--- config.mk ---
export PLATFORM = sky130hd
export DESIGN_NAME = bus_wait_state_prefetch_timer
export DESIGN_NICKNAME = d
export VERILOG_FILES = /design/src/sv/bwspt_pkg.sv /design/src/sv/bwspt_cfg_regs.sv /design/src/sv/bwspt_wait_table.sv /design/src/sv/bwspt_credit.sv /design/src/sv/bus_wait_state_prefetch_timer.sv
export SDC_FILE = /design/constraint.sdc
export NUM_CORES = 1
export LEC_CHECK = 0
export ABC_AREA = 1
export BUFFER_PORTS_ARGS = -buffer_cell sky130_fd_sc_hd__buf_2
export CAP_MARGIN = 20
export CORE_MARGIN = 3
export CORE_UTILIZATION = 60
export DETAILED_ROUTE_END_ITERATION = 10
export HOLD_SLACK_MARGIN = 0.05
export PLACE_DENSITY = 0.78
export SLEW_MARGIN = 20
export SYNTH_ARGS = -nofsm -noshare
export SYNTH_HDL_FRONTEND = slang
export SYNTH_SLANG_ARGS = --single-unit
--- constraint.sdc ---
create_clock -name clk -period 16 [get_ports clk]
set_input_delay 2.4 -clock clk [delete_from_list [all_inputs] [get_ports clk]]
set_output_delay 2.4 -clock clk [all_outputs]
set_load 0.01 [all_outputs]
--- src/sv/bwspt_pkg.sv ---
package bwspt_pkg;

  localparam int WAIT_W   = 10;
  localparam int CREDIT_W = 12;
  localparam int SUM_W    = 14;

  typedef enum logic [2:0] {
    OP_DATA16_N = 3'd0,
    OP_DATA32_N = 3'd1,
    OP_DATA32_S = 3'd2,
    OP_CODE16_N = 3'd3,
    OP_CODE32_N = 3'd4,
    OP_CODE16_S = 3'd5,
    OP_CODE32_S = 3'd6
  } op_t;

  typedef enum logic [2:0] {
    CFG_SAVE_WAIT   = 3'd0,
    CFG_ROM0_NONSEQ = 3'd1,
    CFG_ROM0_SEQ    = 3'd2,
    CFG_ROM1_NONSEQ = 3'd3,
    CFG_ROM1_SEQ    = 3'd4,
    CFG_ROM2_NONSEQ = 3'd5,
    CFG_ROM2_SEQ    = 3'd6,
    CFG_PF_ENABLE   = 3'd7
  } cfg_idx_t;

  typedef struct packed {
    logic [3:0] save_wait;
    logic [3:0] rom0_n;
    logic [3:0] rom0_s;
    logic [3:0] rom1_n;
    logic [3:0] rom1_s;
    logic [3:0] rom2_n;
    logic [3:0] rom2_s;
    logic       pf_en;
  } cfg_t;

  typedef struct packed {
    logic [3:0] n16;
    logic [3:0] s16;
    logic [4:0] n32;
    logic [4:0] s32;
  } wait_set_t;

  localparam cfg_t CFG_RESET = '{
    save_wait: 4'd4, rom0_n: 4'd4, rom0_s: 4'd2, rom1_n: 4'd4, rom1_s: 4'd4,
    rom2_n: 4'd4, rom2_s: 4'd8, pf_en: 1'b0
  };

  localparam logic [31:0] STALL_LIMIT_ADDR = 32'h0601_0000;
  localparam logic [10:0] STALL_CYCLE      = 11'd980;
  localparam logic [2:0]  STALL_MODE_LIMIT = 3'd3;
  localparam logic [3:0]  VRAM_REGION      = 4'h6;
  localparam logic [3:0]  CART_FIRST       = 4'h8;
  localparam logic [3:0]  CART_LAST        = 4'hD;
  localparam logic [3:0]  ROM1_FIRST       = 4'hA;
  localparam logic [3:0]  ROM2_FIRST       = 4'hC;
  localparam logic [3:0]  SAVE_REGION      = 4'hE;
  localparam logic [3:0]  OPEN_REGION      = 4'hF;
  localparam logic [3:0]  EWRAM_REGION     = 4'h2;
  localparam logic [3:0]  PAL_REGION       = 4'h5;
  localparam logic signed [SUM_W-1:0] CREDIT_MIN = -14'sd2048;

  function automatic logic [3:0] fixed_n16(input logic [3:0] region);
    fixed_n16 = (region == EWRAM_REGION) ? 4'd2 : 4'd0;
  endfunction

  function automatic logic [4:0] fixed_n32(input logic [3:0] region);
    logic [4:0] w;
    w = 5'd0;
    if (region == EWRAM_REGION) begin
      w = 5'd5;
    end else if (region == PAL_REGION || region == VRAM_REGION) begin
      w = 5'd1;
    end
    fixed_n32 = w;
  endfunction

endpackage

--- src/sv/bwspt_cfg_regs.sv ---
module bwspt_cfg_regs
  import bwspt_pkg::*;
(
  input  logic       clk,
  input  logic       rst_n,
  input  logic       wr_en,
  input  logic [2:0] wr_index,
  input  logic [3:0] wr_data,
  output cfg_t       cfg
);

  cfg_t cfg_r;
  cfg_t cfg_nxt;

  always_comb begin
    cfg_nxt = cfg_r;
    if (wr_en) begin
      unique case (cfg_idx_t'(wr_index))
        CFG_SAVE_WAIT:   cfg_nxt.save_wait = wr_data;
        CFG_ROM0_NONSEQ: cfg_nxt.rom0_n    = wr_data;
        CFG_ROM0_SEQ:    cfg_nxt.rom0_s    = wr_data;
        CFG_ROM1_NONSEQ: cfg_nxt.rom1_n    = wr_data;
        CFG_ROM1_SEQ:    cfg_nxt.rom1_s    = wr_data;
        CFG_ROM2_NONSEQ: cfg_nxt.rom2_n    = wr_data;
        CFG_ROM2_SEQ:    cfg_nxt.rom2_s    = wr_data;
        CFG_PF_ENABLE:   cfg_nxt.pf_en     = wr_data[0];
        default:         cfg_nxt = cfg_r;
      endcase
    end
  end

  always_ff @(posedge clk) begin
    if (!rst_n) begin
      cfg_r <= CFG_RESET;
    end else begin
      cfg_r <= cfg_nxt;
    end
  end

  assign cfg = cfg_r;

endmodule

--- src/sv/bwspt_wait_table.sv ---
module bwspt_wait_table
  import bwspt_pkg::*;
(
  input  cfg_t       cfg,
  input  logic [3:0] region,
  output wait_set_t  waits
);

  logic [3:0] n;
  logic [3:0] s;

  always_comb begin
    if (region >= ROM2_FIRST) begin
      n = cfg.rom2_n;
      s = cfg.rom2_s;
    end else if (region >= ROM1_FIRST) begin
      n = cfg.rom1_n;
      s = cfg.rom1_s;
    end else begin
      n = cfg.rom0_n;
      s = cfg.rom0_s;
    end
    if (region == SAVE_REGION) begin
      n = cfg.save_wait;
      s = cfg.save_wait;
    end

    if (region < CART_FIRST || region == OPEN_REGION) begin
      waits.n16 = fixed_n16(region);
      waits.s16 = fixed_n16(region);
      waits.n32 = fixed_n32(region);
      waits.s32 = fixed_n32(region);
    end else begin
      waits.n16 = n;
      waits.s16 = s;
      waits.n32 = 5'(n) + 5'(s) + 5'd1;
      waits.s32 = {s, 1'b1};
    end
  end

endmodule

--- src/sv/bwspt_credit.sv ---
module bwspt_credit
  import bwspt_pkg::*;
(
  input  logic              clk,
  input  logic              rst_n,
  input  logic              advance,
  input  logic              pf_en,
  input  logic [2:0]        operation,
  input  logic [31:0]       address,
  input  logic [7:0]        extra_cycles,
  input  logic              line_visible,
  input  logic [10:0]       line_cycle,
  input  logic [2:0]        bg_mode,
  input  wait_set_t         acc_waits,
  input  wait_set_t         pc_waits,
  output logic [WAIT_W-1:0] wait_ticks
);

  logic signed [CREDIT_W-1:0] credit_r;
  logic signed [CREDIT_W-1:0] credit_nxt;

  logic [3:0]              region;
  logic [4:0]              base_wait;
  logic                    is_data;
  logic                    is_code;
  logic                    stall;
  logic [WAIT_W-1:0]       stall_add;
  logic [WAIT_W-1:0]       data_wait;
  logic signed [SUM_W-1:0] sum;
  logic signed [SUM_W-1:0] cap;
  logic signed [SUM_W-1:0] clamped;
  logic                    in_cart;
  logic                    cred_pos;
  logic [4:0]              sub;

  assign region = address[27:24];

  always_comb begin
    base_wait = 5'd0;
    is_data   = 1'b0;
    is_code   = 1'b0;
    unique case (op_t'(operation))
      OP_DATA16_N: begin base_wait = 5'(acc_waits.n16); is_data = 1'b1; end
      OP_DATA32_N: begin base_wait = acc_waits.n32;     is_data = 1'b1; end
      OP_DATA32_S: begin base_wait = acc_waits.s32;     is_data = 1'b1; end
      OP_CODE16_N: begin base_wait = 5'(acc_waits.n16); is_code = 1'b1; end
      OP_CODE32_N: begin base_wait = acc_waits.n32;     is_code = 1'b1; end
      OP_CODE16_S: begin base_wait = 5'(acc_waits.s16); is_code = 1'b1; end
      OP_CODE32_S: begin base_wait = acc_waits.s32;     is_code = 1'b1; end
      default:     base_wait = 5'd0;
    endcase
  end

  assign stall = (op_t'(operation) == OP_DATA32_N) && (region == VRAM_REGION) &&
                 line_visible && (address < STALL_LIMIT_ADDR) &&
                 (line_cycle < STALL_CYCLE) && (bg_mode < STALL_MODE_LIMIT);
  assign stall_add = WAIT_W'(STALL_CYCLE - line_cycle);
  assign data_wait = WAIT_W'(base_wait) + (stall ? stall_add : '0);

  // credit build on data items
  assign sum = SUM_W'(credit_r) + SUM_W'(data_wait) + SUM_W'(pc_waits.n16)
             - SUM_W'(pc_waits.s16) - SUM_W'(1) + SUM_W'(extra_cycles);
  assign cap = SUM_W'({pc_waits.s16, 3'b000});

  always_comb begin
    if (sum > cap) begin
      clamped = cap;
    end else if (sum < CREDIT_MIN) begin
      clamped = CREDIT_MIN;
    end else begin
      clamped = sum;
    end
  end

  // credit spend on cartridge code items
  assign in_cart  = (region >= CART_FIRST) && (region <= CART_LAST);
  assign cred_pos = (credit_r > 0);
  assign sub = (credit_r[CREDIT_W-1:5] == '0 && credit_r[4:0] < base_wait) ?
               credit_r[4:0] : base_wait;

  always_comb begin
    credit_nxt = credit_r;
    wait_ticks = '0;
    if (is_data) begin
      wait_ticks = data_wait;
      if (region >= CART_FIRST) begin
        credit_nxt = '0;
      end else if (pf_en) begin
        credit_nxt = CREDIT_W'(clamped);
      end
    end else if (is_code) begin
      if (in_cart && cred_pos) begin
        wait_ticks = WAIT_W'(base_wait - sub);
        credit_nxt = credit_r - CREDIT_W'(sub);
      end else begin
        wait_ticks = WAIT_W'(base_wait);
        if (op_t'(operation) != OP_CODE32_S) begin
          credit_nxt = '0;
        end
      end
    end
  end

  always_ff @(posedge clk) begin
    if (!rst_n) begin
      credit_r <= '0;
    end else if (advance) begin
      credit_r <= credit_nxt;
    end
  end

endmodule

--- src/sv/bus_wait_state_prefetch_timer.sv ---
// Bus wait-state timer with prefetch credit. Each item on the input stream
// is one bus access and yields exactly one result item carrying the wait
// ticks for that access. An item is registered in stage 1 on accept, and its
// result is computed from stage 1 and registered in the output register when
// stage 1 advances; one item per cycle is sustained while the output does not
// stall, with the prefetch credit register, which every item reads and writes,
// updated as each item leaves stage 1. Output stalls back up through the two
// stages. Configuration writes take effect on the next cycle and belong only
// in idle periods.
module bus_wait_state_prefetch_timer
  import bwspt_pkg::*;
(
  input  logic        clk,
  input  logic        rst_n,
  input  logic        in_tvalid,
  output logic        in_tready,
  // operation[2:0], address[34:3], pc_region[38:35], extra_cycles[46:39],
  // line_visible[47], line_cycle[58:48], bg_mode[61:59], zero[63:62]
  input  logic [63:0] in_tdata,
  output logic        out_tvalid,
  input  logic        out_tready,
  // wait_ticks[9:0], zero[15:10]
  output logic [15:0] out_tdata,
  input  logic        cfg_valid,
  output logic        cfg_ready,
  input  logic [2:0]  cfg_index,
  input  logic [3:0]  cfg_data
);

  cfg_t              cfg;
  logic              s1_valid_r;
  logic [61:0]       s1_data_r;
  logic              out_valid_r;
  logic [WAIT_W-1:0] wait_r;
  logic              s1_adv;
  wait_set_t         acc_waits;
  wait_set_t         pc_waits;
  logic [WAIT_W-1:0] wait_ticks;

  assign cfg_ready = 1'b1;

  bwspt_cfg_regs u_cfg (
    .clk      (clk),
    .rst_n    (rst_n),
    .wr_en    (cfg_valid & cfg_ready),
    .wr_index (cfg_index),
    .wr_data  (cfg_data),
    .cfg      (cfg)
  );

  assign s1_adv    = s1_valid_r && (!out_valid_r || out_tready);
  assign in_tready = !s1_valid_r || s1_adv;

  always_ff @(posedge clk) begin
    if (!rst_n) begin
      s1_valid_r <= 1'b0;
    end else if (in_tready) begin
      s1_valid_r <= in_tvalid;
    end
  end

  always_ff @(posedge clk) begin
    if (in_tready && in_tvalid) begin
      s1_data_r <= in_tdata[61:0];
    end
  end

  bwspt_wait_table u_acc_table (
    .cfg    (cfg),
    .region (s1_data_r[30:27]),
    .waits  (acc_waits)
  );

  bwspt_wait_table u_pc_table (
    .cfg    (cfg),
    .region (s1_data_r[38:35]),
    .waits  (pc_waits)
  );

  bwspt_credit u_credit (
    .clk          (clk),
    .rst_n        (rst_n),
    .advance      (s1_adv),
    .pf_en        (cfg.pf_en),
    .operation    (s1_data_r[2:0]),
    .address      (s1_data_r[34:3]),
    .extra_cycles (s1_data_r[46:39]),
    .line_visible (s1_data_r[47]),
    .line_cycle   (s1_data_r[58:48]),
    .bg_mode      (s1_data_r[61:59]),
    .acc_waits    (acc_waits),
    .pc_waits     (pc_waits),
    .wait_ticks   (wait_ticks)
  );

  always_ff @(posedge clk) begin
    if (!rst_n) begin
      out_valid_r <= 1'b0;
    end else if (!out_valid_r || out_tready) begin
      out_valid_r <= s1_valid_r;
    end
  end

  always_ff @(posedge clk) begin
    if (s1_adv) begin
      wait_r <= wait_ticks;
    end
  end

  assign out_tvalid = out_valid_r;
  assign out_tdata  = {6'b000000, wait_r};

endmodule

==> flow_summary_export.csv <==
group,metric,value,unit
status,outcome,"finished, final reports clean",
clock_tree,cts_made_buffers,9,
placed_design,dp.final_hpwl,13.98,mm
clock_tree,cts_root_buf,"sky130_fd_sc_hd__clkbuf_16",
floorplan,chipHeight,120.3,um
final_layout,fillerInstances,1155,
placed_design,dp_cells,1245,
final_layout,post_route_cells_drive_above_1_share,13.96,%
critical_path,reg2reg_capture_point,"u_credit.credit_r[8]",
synthesis,syn_area,0.007841,mm^2
final_layout,insertedDiodeCount,0,
synthesis,cell_count_after_synthesis,1020,
critical_path,number_of_cells_traversed_by_the_worst_register_to_register_path,33,
timing,timing.final.setup_violations,0,
floorplan,die_x,120.3,um
critical_path,timing.critical_path.arrival,8.60,ns
synthesis,synth_enable_flop_cells,56,
power_and_ir_drop,peak_supply_drop,0.07611,mV
run,max_cap_violations,0,
clock_tree,cts_tree,"built",
routing,route.detailed.vias_per_inst,5.434,
clock_tree,clk_pin_slew,0.07,ns
timing,rsz0062_at_grt,"false",
routing,via_count,6852,
critical_path,critPathBufInv,2,
clock_tree,worstSkewPairLatency,0.35,ns
clock_tree,postCtsHoldBufs,0,
critical_path,worst_path_dominant_cell_family,"adder cells",
min_path,hold_end,"u_cfg.cfg[9]",
synthesis,synth.largest_area_cell,"sky130_fd_sc_hd__edfxtp_1",
grt,grt_max_degree,47,
synthesis,synth-async-reset-ratio,0,%
clock_tree,tritoncts_num_sinks,99,
synthesis,synth.area.mux_share,0,%
floorplan,io-pin-count,95,
grt,antenna_found_initial,0,
timing,worst-slew-pin-transition,0.9825,ns
routing,antenna_left,0,
synthesis,ys_ff_latch,99,
grt,grt_util_all_layers,25.04,%
routing,wire_per_inst,13.91,um
grt,grt_first_pass_wirelength,29.32,mm
critical_path,critical_path_peak_fanout,11,
timing,maxSlewViolCount,0,
synthesis,post_synth_and_or_nand_nor_area_fraction,27.51,%
placed_design,routability_cong,0.9384,
critical_path,path_class,"reg2reg",
critical_path,cp.required,16.29,ns
critical_path,reg2reg_slack,7.69,ns
grt,gr-total-overflow,0,
clock_tree,cts_setup_buffers,0,
floorplan,initial_util,61.63,%
critical_path,critPathMostFrequentCell,"sky130_fd_sc_hd__nand2_1",
synthesis,netlist_top_cells_area,"sky130_fd_sc_hd__edfxtp_1 21%, sky130_fd_sc_hd__dfxtp_1 11%, sky130_fd_sc_hd__ha_1 9.6%",
routing,pre_antenna_drt_iters,5,
final_layout,layoutNonFillerInstCount,1261,
synthesis,post_synthesis_area_per_instance,7.688,um^2
placed_design,io_buffer_count,69,
routing,wirelength,17.55,mm
min_path,min_path_cells,2,
timing,setup_total_negative_slack,0,ns
min_path,holdCritStartpoint,"u_cfg.cfg[9]",
routing,detail_route.iter0.violations,363,
clock_tree,cts_htree_levels,3,
floorplan,core.rowCount,41,
critical_path,end_kind,"flip-flop",
synthesis,ys_seq_area_share,32.42,%
clock_tree,cts_max_path_buffers,2,
critical_path,critPathMaxStageDelay,0.63,ns
min_path,min-delay-path-class,"reg2reg",
synthesis,yosys.area_share.adder,12.89,%
final_layout,final_nets,1233,
clock_tree,post_cts_resized,0,
power_and_ir_drop,power.density,103.4,mW/mm^2
synthesis,post_synth_most_frequent_cells,"165 x sky130_fd_sc_hd__nand2_1, 150 x sky130_fd_sc_hd__inv_1, 109 x sky130_fd_sc_hd__nor2_1",
synthesis,synth.most_common_cell,"sky130_fd_sc_hd__nand2_1",
floorplan,core_area,0.01272,mm^2
final_layout,area_delta_synth_final,9.446,%
timing,finalWorstPathRequiredPeriod,8.312,ns
synthesis,yosys_most_used_dff,"sky130_fd_sc_hd__edfxtp_1",
synthesis,synth.yosys.warnings,0,
synthesis,synth_compound_area_share,13.36,%
synthesis,main_combinational_cell_family_by_area_after_synthesis,"simple AND/OR/NAND/NOR gates",
routing,drc_errors,0,
critical_path,worst_r2r_startpoint,"s1_data_r[30]",
synthesis,yosys.area_share.xor_xnor,4.133,%
synthesis,synthDominantCellAreaShare,21.45,%
critical_path,library_cell_contributing_the_largest_single_delay_on_the_critical_path,"sky130_fd_sc_hd__edfxtp_1",
synthesis,synth.distinct_cells,59,
timing,timing.fmax,120.3,MHz
timing,slew-limit-headroom,34.41,%
timing,layout_worst_path_cycle_share,51.95,%
timing,hold_viol_final,0,
timing,whs,0.4805,ns
floorplan,die-area,0.01448,mm^2
critical_path,worstSetupStartpointType,"flip-flop",
grt,first_global_vias,6444,
timing,timing.clock.skew,0.005813,ns
power_and_ir_drop,leakage,4.130,nW
[state kept, by name, indices dropped and copies added, names as in the netlist]
signal / flops
u_cfg.cfg: 29
out_tvalid: 1
u_credit.credit_r: 12
s1_data_r: 46
wait_r: 10
s1_valid_r: 1
[metal layers]
layer | share of wire [%] | track usage (%)
met1 | 45 | 32.59
met2 | 48 | 42.54
met3 | 4.6 | 3.087
met4 | 3.0 | 10.13
met5 | 0 | 0
[cells in the final DEF, fill, tap and decap left out, drive strengths merged, types with 2 or more instances in the layout]
cell type	Yosys	final
nand4	31	31
xor2	27	27
clkinv	3	5
a21o	5	5
inv	155	158
nor3	18	18
nand2	188	188
xnor2	7	7
nor2	116	116
o211ai	13	13
a21oi	74	74
edfxtp	56	56
buf	16	70
o21bai	3	3
a31oi	4	4
clkbuf	6	9
nand3	78	78
o21ai	77	77
ha	60	60
conb	2	7
a31o	2	2
nand3b	5	5
dfxtp	43	43
fa	13	13
and2	2	2
or2	6	6
[cells by family (layout without fill, tap and decap cells)]
| group | Yosys count | after routing |
|---|---|---|
| compound gates | 185 | 185 |
| flops | 99 | 99 |
| buf+inv | 180 | 244 |
| simple gates | 447 | 447 |
| xor+xnor | 34 | 34 |
| fa+ha+maj | 73 | 73 |
| other cells | 2 | 7 |
[through the flow]
stage	cell area, um^2	total power (W)	utilization (%)	worst slack (ns)
after global routing	8582	0.0009596	67.46	6.916
after detailed placement	8270	0.0006608	65.01	7.757
after global placement	8265	0.0006520	64.97	7.880
final	8582	0.0008875	67.46	7.688
after CTS	8578	0.0008894	67.43	7.728
after floorplan	7860	0.0005916	-	8.975
[worst reg2reg max path, delay by kind of cell, from the launching register on]
| family | cells | cell delay [ns] |
|---|---|---|
| compound gates | 6 | 1.15 |
| xor+xnor | 2 | 0.48 |
| fa+ha+maj | 7 | 3.15 |
| buf+inv | 2 | 0.21 |
| flops | 1 | 0.63 |
| simple gates | 16 | 2.62 |
[report_power, final]
group	total, W	internal [W]	switching [W]
Combinational	0.000365	0.000135	0.000229
Clock	0.000225	0.000124	0.000101
Sequential	0.000297	0.000286	0.0000119
Total	0.000888	0.000545	0.000343
[how the worst max path moves through the flow]
| stage | cells after the start | slack (ns) | from | to |
|---|---|---|---|---|
| 2_1_floorplan | 37 | 8.97 | s1_data_r[30] | u_credit.credit_r[4] |
| 3_3_place_gp | 33 | 7.88 | s1_data_r[30] | u_credit.credit_r[8] |
| 3_5_place_dp | 33 | 7.76 | s1_data_r[30] | u_credit.credit_r[0] |
| 4_1_cts | 33 | 7.73 | s1_data_r[30] | u_credit.credit_r[8] |
| 5_1_grt | 33 | 6.92 | s1_data_r[30] | u_credit.credit_r[0] |
| 6_report | 33 | 7.69 | s1_data_r[30] | u_credit.credit_r[8] |
[area by class of cell]
class                           count  area, um^2  share of cell area, %
Clock inverter                      7       82.58                 0.9622
Timing Repair Buffer               70       350.3                  4.082
Clock buffer                        9       225.2                  2.624
Inverter                          158       596.8                  6.954
Tap cell                          172       215.2                  2.508
Sequential cell                    99        2542                  29.63
Multi-Input combinational cell    746        4569                  53.24
No activity file was read; power rests on OpenSTA's default activity.
